`src/rtl/core/cdv_pkg.sv`:
```
// cdv_pkg: shared constants, codes and controller/datapath structs
// for the covering design verifier; no dependencies
package cdv_pkg;

	localparam int MAX_BALLS  = 54;
	localparam int MAX_TICKET = 7;
	localparam int BALL_W     = 6;
	localparam int CNT_W      = 28;
	localparam int ADDR_W     = 3 * BALL_W;
	localparam int POS_W      = 3;
	localparam int CFG_IDX_W  = 2;

	localparam logic [CNT_W-1:0] CNT_MAX = {CNT_W{1'b1}};

	// input commands
	localparam logic CMD_LOAD   = 1'b0;
	localparam logic CMD_VERIFY = 1'b1;

	// result kinds
	localparam logic [1:0] KIND_ACK    = 2'd0;
	localparam logic [1:0] KIND_REPORT = 2'd1;
	localparam logic [1:0] KIND_FINAL  = 2'd2;

	// load status codes
	localparam logic [1:0] ST_OK        = 2'd0;
	localparam logic [1:0] ST_BAD       = 2'd1;
	localparam logic [1:0] ST_DUP       = 2'd2;
	localparam logic [1:0] ST_REDUNDANT = 2'd3;

	// configuration register indexes
	localparam logic [CFG_IDX_W-1:0] REG_MATCH  = 2'd0;
	localparam logic [CFG_IDX_W-1:0] REG_TICKET = 2'd1;
	localparam logic [CFG_IDX_W-1:0] REG_BALLS  = 2'd2;
	localparam logic [CFG_IDX_W-1:0] REG_LIMIT  = 2'd3;

	typedef logic [BALL_W-1:0] ball_t;

	typedef struct packed {
		logic       latch;
		logic       clr_step;
		logic       sort_step;
		logic       mark;
		logic       scan;
		logic       walk_init;
		logic       walk_step;
		logic       emit;
		logic [1:0] emit_kind;
	} cdv_cmd_t;

	typedef struct packed {
		logic       clr_done;
		logic [1:0] err;
		logic       sort_done;
		logic       sub_last;
		logic       scan_stop;
		logic       report_due;
		logic       walk_last;
		logic       walk_empty;
		logic       out_free;
	} cdv_stat_t;

endpackage

```
`src/rtl/core/cdv_ctrl.sv`:
```
// cdv_ctrl: sequencing state machine for load, verify and clearing pass
// depends on cdv_pkg
module cdv_ctrl (
	input  logic              clk,
	input  logic              arst_n,
	input  logic              in_valid,
	input  logic              in_cmd,
	output logic              in_ready,
	input  cdv_pkg::cdv_stat_t stat,
	output cdv_pkg::cdv_cmd_t  cmd
);
	import cdv_pkg::*;

	typedef enum logic [12:0] {
		S_CLEAR  = 13'b0000000000001,
		S_IDLE   = 13'b0000000000010,
		S_CHECK  = 13'b0000000000100,
		S_SORT   = 13'b0000000001000,
		S_MARK   = 13'b0000000010000,
		S_MTAIL  = 13'b0000000100000,
		S_ACK    = 13'b0000001000000,
		S_VINIT  = 13'b0000010000000,
		S_SCAN   = 13'b0000100000000,
		S_DECIDE = 13'b0001000000000,
		S_REPORT = 13'b0010000000000,
		S_STEP   = 13'b0100000000000,
		S_FINAL  = 13'b1000000000000
	} state_t;

	state_t state_q, state_d;

	assign in_ready = (state_q == S_IDLE);

	always_comb begin
		state_d = state_q;
		cmd     = '0;
		case (state_q)
			S_CLEAR: begin
				cmd.clr_step = 1'b1;
				if (stat.clr_done) state_d = S_IDLE;
			end
			S_IDLE: begin
				if (in_valid) begin
					cmd.latch = 1'b1;
					state_d   = (in_cmd == CMD_VERIFY) ? S_VINIT : S_CHECK;
				end
			end
			S_CHECK: begin
				state_d = (stat.err != ST_OK) ? S_ACK : S_SORT;
			end
			S_SORT: begin
				cmd.sort_step = 1'b1;
				if (stat.sort_done) state_d = S_MARK;
			end
			S_MARK: begin
				cmd.mark = 1'b1;
				if (stat.sub_last) state_d = S_MTAIL;
			end
			S_MTAIL: state_d = S_ACK;
			S_ACK: begin
				if (stat.out_free) begin
					cmd.emit      = 1'b1;
					cmd.emit_kind = KIND_ACK;
					state_d       = S_IDLE;
				end
			end
			S_VINIT: begin
				cmd.walk_init = 1'b1;
				state_d       = stat.walk_empty ? S_FINAL : S_SCAN;
			end
			S_SCAN: begin
				cmd.scan = 1'b1;
				if (stat.scan_stop) state_d = S_DECIDE;
			end
			S_DECIDE: state_d = stat.report_due ? S_REPORT : S_STEP;
			S_REPORT: begin
				if (stat.out_free) begin
					cmd.emit      = 1'b1;
					cmd.emit_kind = KIND_REPORT;
					state_d       = S_STEP;
				end
			end
			S_STEP: begin
				if (stat.walk_last) begin
					state_d = S_FINAL;
				end else begin
					cmd.walk_step = 1'b1;
					state_d       = S_SCAN;
				end
			end
			S_FINAL: begin
				if (stat.out_free) begin
					cmd.emit      = 1'b1;
					cmd.emit_kind = KIND_FINAL;
					state_d       = S_IDLE;
				end
			end
			default: state_d = S_IDLE;
		endcase
	end

	always_ff @(posedge clk or negedge arst_n) begin
		if (!arst_n) begin
			state_q <= S_CLEAR;
		end else begin
			state_q <= state_d;
		end
	end

endmodule

```
`config.mk`:
```
export PLATFORM = sky130hd
export DESIGN_NAME = cdv_ctrl
export DESIGN_NICKNAME = d
export VERILOG_FILES = /design/src/rtl/core/cdv_pkg.sv /design/src/rtl/core/cdv_ctrl.sv
export SDC_FILE = /design/constraint.sdc
export NUM_CORES = 1
export LEC_CHECK = 0
export BUFFER_PORTS_ARGS = -buffer_cell sky130_fd_sc_hd__buf_2
export CAP_MARGIN = 20
export CORE_MARGIN = 2
export CORE_UTILIZATION = 30
export DETAILED_ROUTE_END_ITERATION = 6
export GPL_ROUTABILITY_DRIVEN = 0
export HOLD_SLACK_MARGIN = 0.06
export PLACE_DENSITY_LB_ADDON = 0.3
export SLEW_MARGIN = 20
export SYNTH_ARGS = -nofsm -noshare
export SYNTH_HDL_FRONTEND = slang
export SYNTH_SLANG_ARGS = --single-unit
```
`constraint.sdc`:
```
create_clock -name clk -period 2.45 [get_ports clk]
set_input_delay 0.3675 -clock clk [delete_from_list [all_inputs] [get_ports clk]]
set_output_delay 0.3675 -clock clk [all_outputs]
set_load 0.05 [all_outputs]
```
==> impl_metrics.py <==
metrics = {
    "worst_setup_path": {
        "endpoint_kind": "primary output",
        "start_kind": "register",
        "r2r-start": "state_q[4]$_DFFE_PN0P_",
        "critPathArrivalTime_ns": 2.11,
        "path_delay_family": "simple AND/OR/NAND/NOR gates",
        "cp_slowest_stage_delay_ns": 0.60,
        "reg2reg_to": "state_q[11]$_DFFE_PN0P_",
        "crit_fanout": 5,
        "worst_path_max_delay_cell": "or4_4",
        "reg2reg_slack_ns": 0.07,
        "worstSetupPathType": "reg -> out",
        "crit_buf_inv": 1,
        "worstPathCellList": "or4_4 > nor4_4 > nand2_2 > nor3b_4 > buf_6",
        "required_ns": 2.08,
        "r2r_cells": 6,
        "crit_end": "cmd[0]",
        "critPathLaunch": "state_q[8]$_DFFE_PN0P_",
        "critical_path_depth": 5,
    },
    "synth": {
        "yosysMostFrequentCell": "dfrtp_1",
        "synth-xor-area-share_pct": 4.55,
        "synth_area_leaders": "dfrtp_1 31%, nor4_1 4.5%, nor2_1 4.3%",
        "avgSynthCellArea_um2": 8.76,
        "syn-cell-area_um2": 963,
        "muxShareOfSynthArea_pct": 0,
        "syn_nets": 124,
        "ys_warn_count": 0,
        "yosysTopAreaCell": "dfrtp_1",
        "synth-async-reset-ratio_pct": 100,
        "synth_simple_gate_area_share_pct": 42.9,
        "syn_inst": 110,
        "ys.flop_type": "dfrtp_1",
        "seq_area_frac_synth_pct": 33.9,
        "ys_top_cells_by_count": "12 x dfrtp_1, 11 x nor2_1, 7 x nor4_1",
        "synth_top_family_by_area": "simple AND/OR/NAND/NOR gates",
        "synth_top_area_share_pct": 31.2,
        "synth_fa_ha_area_share_pct": 0,
        "synth-compound-area-share_pct": 11.8,
        "synth_cell_types": 38,
        "synth_edf_count": 0,
        "ys_ff_latch": 13,
    },
    "die": {
        "row_count": 20,
        "dieArea_um2": 3680,
        "die_y_um": 60.7,
        "start_util_pct": 31.6,
        "fp.dieW_um": 60.7,
        "ioPinCount": 25,
        "core_um2": 3050,
    },
    "global_routing": {
        "antenna_found_initial": 0,
        "overflow": 0,
        "grt_max_degree": 14,
        "grt_usage_pct": 17.4,
        "grt_pass1_wl_um": 4740,
        "first_global_vias": 1015,
    },
    "cts": {
        "clock_latency_ns": 0.28,
        "clock-root-buffer": "clkbuf_4",
        "cts.sinks": 13,
        "clkTransAtPathRegs_ns": 0.09,
        "h-tree-depth": 1,
        "cts_tree": "built",
        "cts-root-to-sink-buffers": 2,
        "numCtsBuffers": 3,
    },
    "timing": {
        "final_max_slew_viol_count": 0,
        "rsz0062_at_grt": "yes",
        "clock.fmax_mhz": 404,
        "fin_hold_ws_ns": 0.214,
        "fin_crit_ns": 2.47,
        "skew_ns": 0.0108,
        "worst_slack_ns": -0.0249,
        "setup_viol": 2,
        "slew_headroom_pct": 73.0,
        "tightestPinTransition_ns": 0.401,
        "post-route-period-util_pct": 101,
        "hold_viol_final": 0,
    },
    "min_path": {
        "hold_path_depth": 2,
        "holdCritStartpoint": "stat[9]",
        "hp-class": "in -> reg",
    },
    "detailed_routing": {
        "avgRoutedWirePerCell_um": 14.3,
        "vias_per_cell": 5.14,
        "vias": 1017,
        "firstDrtPassIters": 4,
        "antenna_left": 0,
        "drtIter0Drc": 32,
        "drc": 0,
        "drt_wl_total_um": 2830,
    },
    "pwr": {
        "power.total_mw": 1.17,
        "p_leak_nw": 0.724,
        "ir_drop_mv": 0.257,
        "p_per_area_nw_per_um2": 783,
    },
    "place": {
        "place_worst_setup_slack_ns": -0.0463,
        "dp_hpwl_um": 2130,
        "numPortBuffers": 24,
    },
    "final_layout": {
        "register_area_um2": 327,
        "nets": 169,
        "reg_top3": "state_q (13)",
        "largest_reg_flops": 13,
        "top_register": "state_q",
        "final_layout_size_suffix_gt1_share_pct": 50.6,
        "diodes": 0,
        "fillers": 312,
        "areaGrowthSynthToFinish_pct": 55.5,
        "fin_util_pct": 49.1,
        "multi_input_comb_area_um2": 706,
    },
    "outcome": {
        "failed_checks": "setup timing",
        "status": "finished, violations left",
    },
    "flow_run": {
        "max_cap_violations": 0,
    },
}
worst min-delay path by stage:
stage | slack [ns] | to
after global placement | 0.28 | state_q[2]$_DFFE_PN0P_
after CTS | 0.21 | state_q[0]$_DFFE_PN1P_
after detailed placement | 0.28 | state_q[3]$_DFFE_PN0P_
final | 0.21 | state_q[0]$_DFFE_PN1P_
after floorplan | 0.07 | state_q[10]$_DFFE_PN0P_
after global routing | 0.23 | state_q[0]$_DFFE_PN1P_
stage by stage:
| stage | setup TNS, ns | std cells | cell area, µm² |
|---|---|---|---|
| 2_1_floorplan | -0.487 | 110 | 1000 |
| 3_3_place_gp | -0.00819 | 187 | 1260 |
| 3_5_place_dp | -0.0463 | 187 | 1260 |
| 4_1_cts | -0.207 | 197 | 1430 |
| 5_1_grt | -0.286 | 198 | 1500 |
| 6_report | -0.0431 | 198 | 1500 |
layout make-up:
| cell class | count | share of cell area, % |
|---|---|---|
| Clock buffer | 4 | 1.75 |
| Tap cell | 44 | 3.68 |
| Timing Repair Buffer | 48 | 24.4 |
| Sequential cell | 13 | 21.8 |
| Multi-Input combinational cell | 84 | 47.1 |
| Inverter | 5 | 1.25 |
what timing repair did:
| action | CTS | global route |
|---|---|---|
| setup endpoints to repair | 10 | 14 |
| hold buffers | 1 | 0 |
| pin swaps | 5 | 4 |
| endpoints found under the hold margin | 12 | 0 |
| setup buffers | 5 | 1 |
| gates resized for setup | 24 | 15 |
cell families (layout without fill, tap and decap cells):
family,count (synthesis),after routing
and+or+nand+nor,63,63
DFF,13,13
xor gates and xnor gates,5,5
buffers and inverters,13,57
AOI/OAI and AO/OA,16,16
per-layer routing:
metal | vias to the layer above | global-route usage [%] | routed length [µm]
met3 | 2 | 2.99 | 168
met5 | - | 0 | 0
li1 | 503 | - | -
met4 | 0 | 5.28 | 14
met1 | 486 | 23.0 | 1250
met2 | 26 | 29.0 | 1390
where the power goes:
| part | internal (mW) | total (mW) | switching, mW |
|---|---|---|---|
| logic | 0.336 | 0.771 | 0.435 |
| clock network | 0.0630 | 0.139 | 0.0758 |
| registers | 0.239 | 0.263 | 0.0233 |
worst register-to-register path, delay by kind of cell, from the launching register on:
| family | cells | cell delay [ns] |
|---|---|---|
| AO/OA/AOI/OAI | 1 | 0.11 |
| flip-flops | 1 | 0.40 |
| buffers and inverters | 1 | 0.15 |
| AND/OR/NAND/NOR | 4 | 1.65 |
layout by cell type, fill, tap and decap left out, drive strengths merged, types with 5 or more instances in the layout:
cell   instances
buf           47
nor2          11
inv            5
o21ai          6
or4            6
nor3           6
dfrtp         12
nor4           8
Power figures use the tool's default switching activity.
